**config.mk**
```make
export PLATFORM = sky130hd
export DESIGN_NAME = point_array_list_with_cursor_top
export DESIGN_NICKNAME = d
export VERILOG_FILES = /design/src/hw/rtl/palc_pkg.sv /design/src/hw/rtl/point_array_list_with_cursor_top.sv /design/src/hw/rtl/palc_dp.sv /design/src/hw/rtl/palc_ctrl.sv
export SDC_FILE = /design/constraint.sdc
export NUM_CORES = 2
export LEC_CHECK = 0
export BUFFER_PORTS_ARGS = -buffer_cell sky130_fd_sc_hd__buf_4
export CAP_MARGIN = 15
export CORE_AREA = 2 2 356 500
export CTS_CLUSTER_DIAMETER = 200
export CTS_CLUSTER_SIZE = 16
export DETAILED_ROUTE_END_ITERATION = 10
export DIE_AREA = 0 0 358 502
export PLACE_DENSITY = 0.68
export SLEW_MARGIN = 10
export SYNTH_ARGS = -nofsm -noshare
export SYNTH_HDL_FRONTEND = slang
export SYNTH_SLANG_ARGS = --single-unit
```
**constraint.sdc**
```tcl
create_clock -name clk -period 3.8 [get_ports clk]
set_clock_uncertainty 0.1 [all_clocks]
set_input_delay 0.38 -clock clk [delete_from_list [all_inputs] [get_ports clk]]
set_output_delay 0.38 -clock clk [all_outputs]
set_load 0.005 [all_outputs]
```
**src/hw/rtl/palc_pkg.sv**
```systemverilog
// Package for the point list with cursor: field widths, operation codes,
// and the command and status structs between controller and datapath.
// No dependencies.
package palc_pkg;

  localparam int MODE_W        = 3;
  localparam int COORD_W       = 16;
  localparam int ENTRY_COUNT_W = 7;
  localparam int POINT_W       = 2 * COORD_W;
  localparam int LIST_SIZE_DEF = 64;

  localparam logic [MODE_W-1:0] MODE_CLEAR  = 3'd0;
  localparam logic [MODE_W-1:0] MODE_APPEND = 3'd1;
  localparam logic [MODE_W-1:0] MODE_FIRST  = 3'd2;
  localparam logic [MODE_W-1:0] MODE_NEXT   = 3'd3;
  localparam logic [MODE_W-1:0] MODE_DELETE = 3'd4;

  // Commands from the controller, at most one per cycle.
  typedef struct packed {
    logic latch;   // capture the input request
    logic exec;    // perform the captured operation
    logic ld_rd;   // load a result from the memory read data
    logic sh_rd;   // compaction: read the entry above the hole
    logic sh_wr;   // compaction: write it into the hole
  } palc_cmd_t;

  // Status from the datapath.
  typedef struct packed {
    logic out_free;     // output register can take a result this cycle
    logic needs_read;   // captured operation succeeds and reads an entry
    logic is_del;       // captured operation is a delete
    logic sh_more;      // entries remain above the hole
    logic sh_more_nxt;  // entries remain after the current shift write
  } palc_stat_t;

endpackage

```
**src/hw/rtl/point_array_list_with_cursor_top.sv**
```systemverilog
// Top level of the point list with cursor: controller plus datapath.
// Depends on palc_pkg, palc_ctrl and palc_dp.
//
// Usage: one request on the in_ channel (in_mode, in_point_x, in_point_y)
// gives exactly one result on the out_ channel (out_ok, out_x, out_y,
// out_entry_count). A request is taken when in_valid is high and in_stall
// is low; a result is taken when out_valid is high and out_stall is low.
// Modes: clear, append, go to first, go to next, delete current.
//
// Steps, from the accepting edge to the result being loaded:
//   clear, append and any failing request: loaded when executed;
//   first, next: executed, then loaded from a registered read of the entry memory;
//   delete: as first and next, then each entry above the removed one is read
//   and written one slot down while the memory is compacted one entry at a time.
// A new request is taken only after the previous one completes, so
// the block handles one request at a time.
// A finished result waits in the output register while out_stall is high;
// the next request is still accepted, and its result is held back (no
// state change) until the output register frees up.
// Reset (rst_n low at a clock edge) empties the list, puts the cursor
// before the first entry and drops any pending result; the entry memory
// itself is not cleared and needs no sweep.
module point_array_list_with_cursor_top #(
  parameter int LIST_SIZE = palc_pkg::LIST_SIZE_DEF
) (
  input  logic                                clk,
  input  logic                                rst_n,
  input  logic                                in_valid,
  output logic                                in_stall,
  input  logic [palc_pkg::MODE_W-1:0]         in_mode,
  input  logic signed [palc_pkg::COORD_W-1:0] in_point_x,
  input  logic signed [palc_pkg::COORD_W-1:0] in_point_y,
  output logic                                out_valid,
  input  logic                                out_stall,
  output logic                                out_ok,
  output logic signed [palc_pkg::COORD_W-1:0] out_x,
  output logic signed [palc_pkg::COORD_W-1:0] out_y,
  output logic [palc_pkg::ENTRY_COUNT_W-1:0]  out_entry_count
);

  palc_pkg::palc_cmd_t  cmd;
  palc_pkg::palc_stat_t stat;

  // Sequence each request through execute, read and compaction.
  palc_ctrl u_ctrl (
    .clk      (clk),
    .rst_n    (rst_n),
    .in_valid (in_valid),
    .in_stall (in_stall),
    .stat     (stat),
    .cmd      (cmd)
  );

  // Hold the list, count, cursor and the result register.
  palc_dp #(
    .LIST_SIZE (LIST_SIZE)
  ) u_dp (
    .clk             (clk),
    .rst_n           (rst_n),
    .cmd             (cmd),
    .stat            (stat),
    .in_mode         (in_mode),
    .in_point_x      (in_point_x),
    .in_point_y      (in_point_y),
    .out_valid       (out_valid),
    .out_stall       (out_stall),
    .out_ok          (out_ok),
    .out_x           (out_x),
    .out_y           (out_y),
    .out_entry_count (out_entry_count)
  );

  // The block turns busy right after taking a request.
  a_busy_after_accept: assert property (@(posedge clk) disable iff (!rst_n)
    in_valid && !in_stall |=> in_stall)
    else $error("request accepted but block not busy");

  // A result only appears while a request is in progress.
  a_result_from_request: assert property (@(posedge clk) disable iff (!rst_n)
    $rose(out_valid) |-> $past(in_stall))
    else $error("result loaded with no request in progress");

  // Controller issues at most one command per cycle.
  a_one_command: assert property (@(posedge clk) disable iff (!rst_n)
    $onehot0({cmd.latch, cmd.exec, cmd.ld_rd, cmd.sh_rd, cmd.sh_wr}))
    else $error("more than one datapath command");

endmodule

```
**src/hw/rtl/palc_dp.sv**
```systemverilog
// Datapath of the point list: entry memory, count, cursor, request and
// output registers. Depends on palc_pkg; driven by palc_ctrl commands.
module palc_dp #(
  parameter int LIST_SIZE = palc_pkg::LIST_SIZE_DEF
) (
  input  logic                                    clk,
  input  logic                                    rst_n,
  input  palc_pkg::palc_cmd_t                     cmd,
  output palc_pkg::palc_stat_t                    stat,
  input  logic [palc_pkg::MODE_W-1:0]             in_mode,
  input  logic signed [palc_pkg::COORD_W-1:0]     in_point_x,
  input  logic signed [palc_pkg::COORD_W-1:0]     in_point_y,
  output logic                                    out_valid,
  input  logic                                    out_stall,
  output logic                                    out_ok,
  output logic signed [palc_pkg::COORD_W-1:0]     out_x,
  output logic signed [palc_pkg::COORD_W-1:0]     out_y,
  output logic [palc_pkg::ENTRY_COUNT_W-1:0]      out_entry_count
);

  localparam int AW = $clog2(LIST_SIZE);
  localparam int CW = $clog2(LIST_SIZE + 1);
  localparam logic [CW-1:0] FULL = CW'(LIST_SIZE);
  localparam logic [CW-1:0] ONE  = CW'(1);

  logic [palc_pkg::POINT_W-1:0] mem [LIST_SIZE];
  logic [palc_pkg::POINT_W-1:0] rdata_r;

  logic [palc_pkg::MODE_W-1:0]         op_mode_r;
  logic signed [palc_pkg::COORD_W-1:0] op_x_r, op_y_r;

  logic [CW-1:0] count_r, count_nxt;
  logic [CW-1:0] cur_r, cur_nxt;     // cursor plus one; zero means before first
  logic [CW-1:0] sh_r, sh_nxt;       // index of the hole during compaction

  logic          rd_en, wr_en;
  logic [AW-1:0] rd_addr, wr_addr;
  logic [palc_pkg::POINT_W-1:0] wr_data;
  logic          res_ok;

  logic out_valid_r, out_valid_nxt, out_ok_r, out_ok_nxt;
  logic signed [palc_pkg::COORD_W-1:0]  out_x_r, out_x_nxt, out_y_r, out_y_nxt;
  logic [palc_pkg::ENTRY_COUNT_W-1:0]   out_cnt_r, out_cnt_nxt;

  logic can_append, can_first, can_next, can_del;

  assign can_append = (count_r < FULL);
  assign can_first  = (count_r != '0);
  assign can_next   = (cur_r < count_r);
  assign can_del    = (cur_r != '0);

  always_comb begin
    stat.out_free    = !out_valid_r || !out_stall;
    stat.is_del      = (op_mode_r == palc_pkg::MODE_DELETE);
    stat.sh_more     = (sh_r < count_r);
    stat.sh_more_nxt = ((sh_r + ONE) < count_r);
    case (op_mode_r)
      palc_pkg::MODE_FIRST:  stat.needs_read = can_first;
      palc_pkg::MODE_NEXT:   stat.needs_read = can_next;
      palc_pkg::MODE_DELETE: stat.needs_read = can_del;
      default:               stat.needs_read = 1'b0;
    endcase
  end

  // Operation decode and memory port selection.
  always_comb begin
    count_nxt = count_r;
    cur_nxt   = cur_r;
    sh_nxt    = sh_r;
    rd_en     = 1'b0;
    rd_addr   = sh_r[AW-1:0] + AW'(1);
    wr_en     = 1'b0;
    wr_addr   = sh_r[AW-1:0];
    wr_data   = rdata_r;
    res_ok    = 1'b0;
    if (cmd.exec) begin
      unique case (op_mode_r)
        palc_pkg::MODE_CLEAR: begin
          count_nxt = '0;
          cur_nxt   = '0;
          res_ok    = 1'b1;
        end
        palc_pkg::MODE_APPEND: begin
          if (can_append) begin
            wr_en     = 1'b1;
            wr_addr   = count_r[AW-1:0];
            wr_data   = {op_x_r, op_y_r};
            count_nxt = count_r + ONE;
            res_ok    = 1'b1;
          end
        end
        palc_pkg::MODE_FIRST: begin
          if (can_first) begin
            rd_en   = 1'b1;
            rd_addr = '0;
            cur_nxt = ONE;
          end
        end
        palc_pkg::MODE_NEXT: begin
          if (can_next) begin
            rd_en   = 1'b1;
            rd_addr = cur_r[AW-1:0];
            cur_nxt = cur_r + ONE;
          end
        end
        palc_pkg::MODE_DELETE: begin
          if (can_del) begin
            rd_en     = 1'b1;
            rd_addr   = cur_r[AW-1:0] - AW'(1);
            sh_nxt    = cur_r - ONE;
            cur_nxt   = cur_r - ONE;
            count_nxt = count_r - ONE;
          end
        end
        default: ;
      endcase
    end else if (cmd.sh_rd) begin
      rd_en = 1'b1;
    end else if (cmd.sh_wr) begin
      wr_en  = 1'b1;
      sh_nxt = sh_r + ONE;
    end
  end

  // Output register: load on a result, drop when taken.
  always_comb begin
    out_valid_nxt = out_valid_r && out_stall;
    out_ok_nxt    = out_ok_r;
    out_x_nxt     = out_x_r;
    out_y_nxt     = out_y_r;
    out_cnt_nxt   = out_cnt_r;
    if (cmd.exec && !stat.needs_read) begin
      out_valid_nxt = 1'b1;
      out_ok_nxt    = res_ok;
      out_x_nxt     = '0;
      out_y_nxt     = '0;
      out_cnt_nxt   = palc_pkg::ENTRY_COUNT_W'(count_nxt);
    end else if (cmd.ld_rd) begin
      out_valid_nxt = 1'b1;
      out_ok_nxt    = 1'b1;
      out_x_nxt     = rdata_r[palc_pkg::POINT_W-1:palc_pkg::COORD_W];
      out_y_nxt     = rdata_r[palc_pkg::COORD_W-1:0];
      out_cnt_nxt   = palc_pkg::ENTRY_COUNT_W'(count_r);
    end
  end

  always_ff @(posedge clk) begin
    if (wr_en) begin
      mem[wr_addr] <= wr_data;
    end
    if (rd_en) begin
      rdata_r <= mem[rd_addr];
    end
  end

  always_ff @(posedge clk) begin
    if (!rst_n) begin
      count_r     <= '0;
      cur_r       <= '0;
      out_valid_r <= 1'b0;
    end else begin
      count_r     <= count_nxt;
      cur_r       <= cur_nxt;
      out_valid_r <= out_valid_nxt;
    end
  end

  always_ff @(posedge clk) begin
    if (cmd.latch) begin
      op_mode_r <= in_mode;
      op_x_r    <= in_point_x;
      op_y_r    <= in_point_y;
    end
    sh_r      <= sh_nxt;
    out_ok_r  <= out_ok_nxt;
    out_x_r   <= out_x_nxt;
    out_y_r   <= out_y_nxt;
    out_cnt_r <= out_cnt_nxt;
  end

  assign out_valid       = out_valid_r;
  assign out_ok          = out_ok_r;
  assign out_x           = out_x_r;
  assign out_y           = out_y_r;
  assign out_entry_count = out_cnt_r;

endmodule

```
**src/hw/rtl/palc_ctrl.sv**
```systemverilog
// Controller of the point list: sequences accept, execute, memory read
// and the delete compaction sweep. Depends on palc_pkg.
module palc_ctrl (
  input  logic                 clk,
  input  logic                 rst_n,
  input  logic                 in_valid,
  output logic                 in_stall,
  input  palc_pkg::palc_stat_t stat,
  output palc_pkg::palc_cmd_t  cmd
);

  localparam logic [2:0] ST_IDLE  = 3'd0;
  localparam logic [2:0] ST_EXEC  = 3'd1;
  localparam logic [2:0] ST_RDATA = 3'd2;
  localparam logic [2:0] ST_SH_RD = 3'd3;
  localparam logic [2:0] ST_SH_WR = 3'd4;

  logic [2:0] state_r, state_nxt;

  always_comb begin
    state_nxt = state_r;
    cmd       = '0;
    unique case (state_r)
      ST_IDLE: begin
        if (in_valid) begin
          cmd.latch = 1'b1;
          state_nxt = ST_EXEC;
        end
      end
      ST_EXEC: begin
        if (stat.out_free) begin
          cmd.exec  = 1'b1;
          state_nxt = stat.needs_read ? ST_RDATA : ST_IDLE;
        end
      end
      ST_RDATA: begin
        if (stat.out_free) begin
          cmd.ld_rd = 1'b1;
          state_nxt = (stat.is_del && stat.sh_more) ? ST_SH_RD : ST_IDLE;
        end
      end
      ST_SH_RD: begin
        cmd.sh_rd = 1'b1;
        state_nxt = ST_SH_WR;
      end
      ST_SH_WR: begin
        cmd.sh_wr = 1'b1;
        state_nxt = stat.sh_more_nxt ? ST_SH_RD : ST_IDLE;
      end
      default: state_nxt = ST_IDLE;
    endcase
  end

  always_ff @(posedge clk) begin
    if (!rst_n) begin
      state_r <= ST_IDLE;
    end else begin
      state_r <= state_nxt;
    end
  end

  assign in_stall = (state_r != ST_IDLE);

endmodule

```
==> Yosys cells after proc, flatten, opt, wreduce, memory -nomap -nowiden <==
Memories as Yosys holds them, arrays and structs flattened. A register that Yosys moved wholly into a read port is not among the register bits.
Cells that the tools add are included.
{ "word_totals": {"input_bits": 39, "out_inout_bits": 42, "word_cells": 118, "mem_bits_rw": 2048, "register_bits": 100, "memories": 1} }
{ "classes": {"n_mux": 59, "n_addsub": 7, "n_reduce_logical": 18, "order_cmp": 4, "n_eq_ne": 17} }
{ "memory_table": {"columns": ["name", "words", "word_bits", "read_ports", "rd_clocked_by_memory_dff", "wr", "line_no", "source"], "rows": [
  ["u_dp.mem", 64, 32, 1, 1, 1, "palc_dp.sv:26", "logic [palc_pkg::POINT_W-1:0] mem [LIST_SIZE];"]
]} }
{ "op_table": {"columns": ["op", "n"], "rows": [
  ["32-bit two-way mux", 3],
  ["7-bit two-way mux", 12],
  ["6-bit two-way mux", 7],
  ["7-bit one-hot mux with 4 select lines", 1],
  ["1-bit two-way mux", 24],
  ["7-bit by 1-bit adder with 7-bit output, second input constant", 3],
  ["7-bit less-than comparator", 3],
  ["7-bit one-hot mux with 3 select lines", 1],
  ["6-bit one-hot mux with 3 select lines", 1],
  ["3-bit one-hot mux with 5 select lines", 1],
  ["7-bit nonzero test", 2],
  ["7-bit by 1-bit subtractor with 7-bit output, second input constant", 2],
  ["3-bit by 2-bit equality test with 1-bit output, second input constant", 4],
  ["2-bit inequality test, second input constant", 5],
  ["3-bit two-way mux", 3],
  ["2-bit by 1-bit inequality test with 1-bit output, second input constant", 4],
  ["7-bit less-than comparator, second input constant", 1],
  ["6-bit by 1-bit adder with 6-bit output, second input constant", 1],
  ["3-bit by 1-bit equality test with 1-bit output, second input constant", 2],
  ["3-bit equality test, second input constant", 2],
  ["3-bit logical NOT", 2],
  ["2-bit two-way mux", 3],
  ["1-bit one-hot mux with 3 select lines", 2],
  ["6-bit by 1-bit subtractor with 6-bit output, second input constant", 1],
  ["other kinds (10)", 15]
]} }

==> Longest topological paths before layout <==
{ "depth": {"ltp_word": 7, "depth_mapped": 17, "ltp_nobuf": 12} }

==> Modules after synthesis <==
Synthesis repeated with hierarchy kept, for this count alone.
{ "unflattened": {"hier_cells": 4081, "area_unflattened_um2": 83961.8} }
{ "by_module_without_submodules": {"columns": ["module", "cells_each", "area_each_um2", "seq_area_each_um2", "n_inst"], "rows": [
  ["palc_dp", 4047, 83700.3, 64902.2, 1],
  ["palc_ctrl", 34, 261.5, 60.1, 1]
]} }

==> Worst setup path before layout <==
OpenSTA, ideal clock, no wires.
{ "synth_timing": {"path_type": "register to register", "start": "register u_ctrl.state_r[2]", "end": "memory u_dp.mem[41][0] (netlist name), enable pin", "required_time_ps": 3279, "synth_period_minus_slack_ps": 3920, "setup_ps": 421, "path_buffers": 3, "slack_ps": -120, "path_stages_with_launch": 11, "arrival_ps": 3399, "cell_sequence": "dfxtp_1 buf_2 nor3b_2 nand2_1 clkbuf_1 nor3_1 clkbuf_1 nand2_1 o21ai_0 nand2_1 nor2_1"} }
{ "synth_via": {"elab_chain_cells": 7, "word_cells_on_any_way": 12, "classes_between": "eq/ne: 3; mux: 9"} }
{ "synth_rtl": {"columns": ["item", "line_no", "source"], "rows": [
  ["from (decl)", "palc_ctrl.sv:18", "logic [2:0] state_r, state_nxt;"],
  ["from (signal assigned)", "palc_ctrl.sv:58", "state_r <= state_nxt;"],
  ["3-bit equality test", "palc_ctrl.sv:23", "unique case (state_r)"],
  ["1-bit two-way mux", "palc_ctrl.sv:23", null],
  ["1-bit two-way mux", "palc_dp.sv:119", "end else if (cmd.sh_wr) begin"],
  ["1-bit two-way mux", "palc_dp.sv:117", "end else if (cmd.sh_rd) begin"],
  ["1-bit two-way mux", "palc_dp.sv:76", "if (cmd.exec) begin"],
  ["1-bit two-way mux", "palc_dp.sv:148", "if (wr_en) begin"],
  ["1-bit two-way mux (not written as such)", "palc_dp.sv:149", "mem[wr_addr] <= wr_data;"],
  ["to (decl)", "palc_dp.sv:26", null]
]} }
Parallel ways exist; a longest one is shown, timed or not.

==> Worst setup path after layout <==
{ "layout_timing": {"start": "register u_dp.op_mode_r[0] (netlist name)", "end": "register u_dp.rdata_r[14] (netlist name) (read register of u_dp.mem), data pin"} }
{ "layout_via": {"elab_chain_cells": 3, "word_cells_on_any_way": 7, "classes_between": "eq/ne: 3; mux: 4"} }
{ "layout_rtl": {"columns": ["item", "line_no", "source"], "rows": [
  ["from (decl)", "palc_dp.sv:29", "logic [palc_pkg::MODE_W-1:0] op_mode_r;"],
  ["from (signal assigned)", "palc_dp.sv:170", "op_mode_r <= in_mode;"],
  ["3-bit equality test / 3-bit by 2-bit equality test with 1-bit output (equally long branches)", "palc_dp.sv:77", "unique case (op_mode_r)"],
  ["6-bit one-hot mux with 3 select lines / 1-bit one-hot mux with 3 select lines (equally long branches)", "palc_dp.sv:77", null],
  ["6-bit two-way mux / 1-bit two-way mux (equally long branches)", "palc_dp.sv:76", null],
  ["to (decl)", "palc_dp.sv:27", "logic [palc_pkg::POINT_W-1:0] rdata_r;"]
]} }
Parallel ways exist; a longest one is shown, timed or not.
A chain may end at the register's enable or synchronous reset.

==> impl_metrics.toml <==
[run_status]
outcome = "finished with violations"
violations = "negative setup slack"

[logic_synthesis]
ys_seq_elements = 2180
ys_warn_count = 0
ys_top_cells_by_area = "edfxtp_1, nand2_1, a311oi_1"
post_synth_num_cell_types = 73
ys_seq_area_frac = 0.745
synth_nets = 6458
synth_cells = 6394
synth_edf_count = 2130
ys_async_sr_fraction = 0
synth_flop_cell = "edfxtp_1"
post-synth-top-area-cell = "edfxtp_1"
synth.avg_cell_area_um2 = 13.6
netlist_area_um2 = 87200
synth_top_area_frac = 0.734

[timing]
relSlewSlack = 0.203
drv_slew = 0
holdWs_ps = 184
setup_viol = 16
hold_viol = 0
finalWorstSetupSlack_ps = -234
rsz0062_at_grt = "true"
period_needed_ps = 4030
fin_crit_sh = 1.06
tightestPinTransition_ps = 1190
max_freq_mhz = 248

[routing]
drt_iter0_markers = 7272
routedWlPerCell_um = 28.7
vias_per_cell = 6.40
postRouteAntennaNets = 0
drc_errors = 0
routed_wl_mm = 268
first_pass_iters = 6
num_vias = 59700

[worst_setup_path]
cp_top_family = "compound AO/OA/AOI/OAI gates"
startpoint_type = "flop"
worstSetupPathType = "flop to flop"
cp-end-kind = "flop"
worstPathCellList = "or3b_1 -> buf_6 -> a21oi_4 -> nor2_2 -> o31ai_4 -> buf_12 -> buf_4 -> and2_4 -> buf_8 -> buf_12 -> bufbuf_16 -> nand2_1 -> a311oi_2 -> nor4_4 -> a22o_1 -> a311oi_2"
crit_slowest_cell = "a311oi_2"
path_max_fanout = 10
worstPathRequired_ps = 4340
arrival_ps = 4570
critical_path_buf_inv_count = 6
cp_slowest_stage_delay_ps = 500

[pwr]
power.leakage_nw = 36.1
finalPower_mw = 42.8
internal_power_mw = 34.2
clockPowerShare = 0.360
vdd_drop_max_mv = 0.426
power_density_nw_per_um2 = 405
p_comb_frac = 0.029
p_sw_mw = 8.61
p_sw_frac = 0.201
seqPwrFrac = 0.612

[grt]
grt_pass1_wl_mm = 378
grt_pass1_vias = 57800
grt_overflow = 0
grt_usage = 0.288
antenna_found_initial = 5
grt_max_degree = 85

[die]
die_h_um = 502
dieArea_um2 = 180000
ios = 81
core_um2 = 175000
rows = 182
initial_utilization = 0.498
die_w_um = 358

[cells_and_area]
layout_commonest_cell = "edfxtp_1"
layout_common_cells = "edfxtp_1, nand2_1, buf_4, nand3_1, a31oi_1"
nFillCells = 12900
multi_input_area_um2 = 22900
drive_gt1_frac = 0.216
layout.nets = 7039
seqCellArea_um2 = 65000
fin_cells = 9331
syn_to_final_growth_pct = 21.2
final_util = 0.604

[placement]
place.gp.congestion = 0.931
place_ws_ps = -554
port-buffer-count = 80
placed_cells = 8955
dpl.hpwl_mm = 153

[cts]
root_buffer = "clkbuf_16"
cts_tree = "done"
h-tree-depth = 4
cts_buffers = 154
clock_sinks = 2180
insertion_delay_ps = 810
clk_pin_slew_ps = 70
cts_max_path_buffers = 3

[min_path]
hold_class = "input pin to flop"

[run]
max_cap_viol_count = 0
[synthesized netlist by cell type, drive strengths merged (12+ instances only)]
| cell type | instances |
|---|---|
| a31oi | 231 |
| edfxtp | 2130 |
| clkbuf | 235 |
| nand2 | 1760 |
| inv | 13 |
| a22o | 61 |
| buf | 234 |
| ha | 25 |
| and3 | 221 |
| o21ai | 30 |
| a211oi | 222 |
| and2 | 15 |
| a21o | 67 |
| a311oi | 308 |
| nor4 | 65 |
| nor3 | 12 |
| nor2 | 112 |
| nand3 | 253 |
| a22oi | 39 |
| a21oi | 202 |
| dfxtp | 50 |
[cell families after synthesis]
kind of cell	after synthesis	share of synthesized area
adder cells (fa/ha/maj)	25	0.00359
multiplexers	12	0.00141
buffers and inverters	482	0.0250
flip-flops	2180	0.745
AO/OA/AOI/OAI	1211	0.103
XOR/XNOR	11	0.00111
AND/OR/NAND/NOR	2473	0.121
[power by group through the flow]
stage | Combinational [mW] | Sequential (mW) | Clock, mW
final | 1.23 | 26.2 | 15.4
after global routing | 1.29 | 26.2 | 16.3
after CTS | 1.14 | 26.2 | 15.5
after detailed placement | 1.00 | 26.7 | 0
after global placement | 0.985 | 26.7 | 0
after floorplan | 0.503 | 26.7 | 0
[worst paths after layout]
kind	to	depth (start not counted)	from	slack, ps
hold / removal	u_dp.op_x_r[12]	2	in_point_x[12]	180
setup reg to reg	u_dp.rdata_r[14]	16	u_dp.op_mode_r[0]	-230
setup / recovery	u_dp.rdata_r[14]	16	u_dp.op_mode_r[0]	-230
hold reg to reg	u_dp.out_x[14]	2	u_dp.out_x[14]	360
[layout make-up]
cell class | instances | share of cell area
inverters | 13 | 0.000462
clock buffers | 202 | 0.0390
multi-input cells | 3734 | 0.217
clock inverters | 9 | 0.000994
well taps | 2300 | 0.0272
diodes | 1 | 0.0000237
flip-flops and latches | 2180 | 0.615
repair buffers | 892 | 0.101
[registers in the layout, indices dropped and copies added, names as in the netlist]
name / flops
u_dp.out_ok: 1
u_dp.cur_r: 7
u_dp.out_y: 16
u_dp.op_x_r: 16
u_dp.out_x: 16
u_dp.sh_r: 7
u_dp.mem: 2048
u_dp.out_valid: 1
u_dp.out_entry_count: 7
u_dp.op_y_r: 16
u_ctrl.state_r: 3
u_dp.count_r: 7
u_dp.op_mode_r: 3
u_dp.rdata_r: 32
[timing repair]
item,4_1_cts,5_1_grt
pin swaps,72,86
buffers inserted,50,36
gates cloned,32,16
gates resized for setup,247,262
endpoints found under the setup margin,32,40
endpoints found under the hold margin,53,0
hold buffers,38,0
[stage by stage]
stage	TNS [ps]	cell area, µm²
floorplan	-108680	87200
global placement	-11190	96300
detailed placement	-10960	96300
CTS	-223	104000
global route	-2520	106000
finish	-835	106000
[metal layers]
metal,wire length [µm],GRT usage,up-vias
li1,-,-,25400
met1,93300,0.355,29700
met2,133000,0.488,3761
met3,25900,0.0507,853
met4,15600,0.144,4
met5,27,0,-
Note: power is estimated with default switching activity, not from simulation.
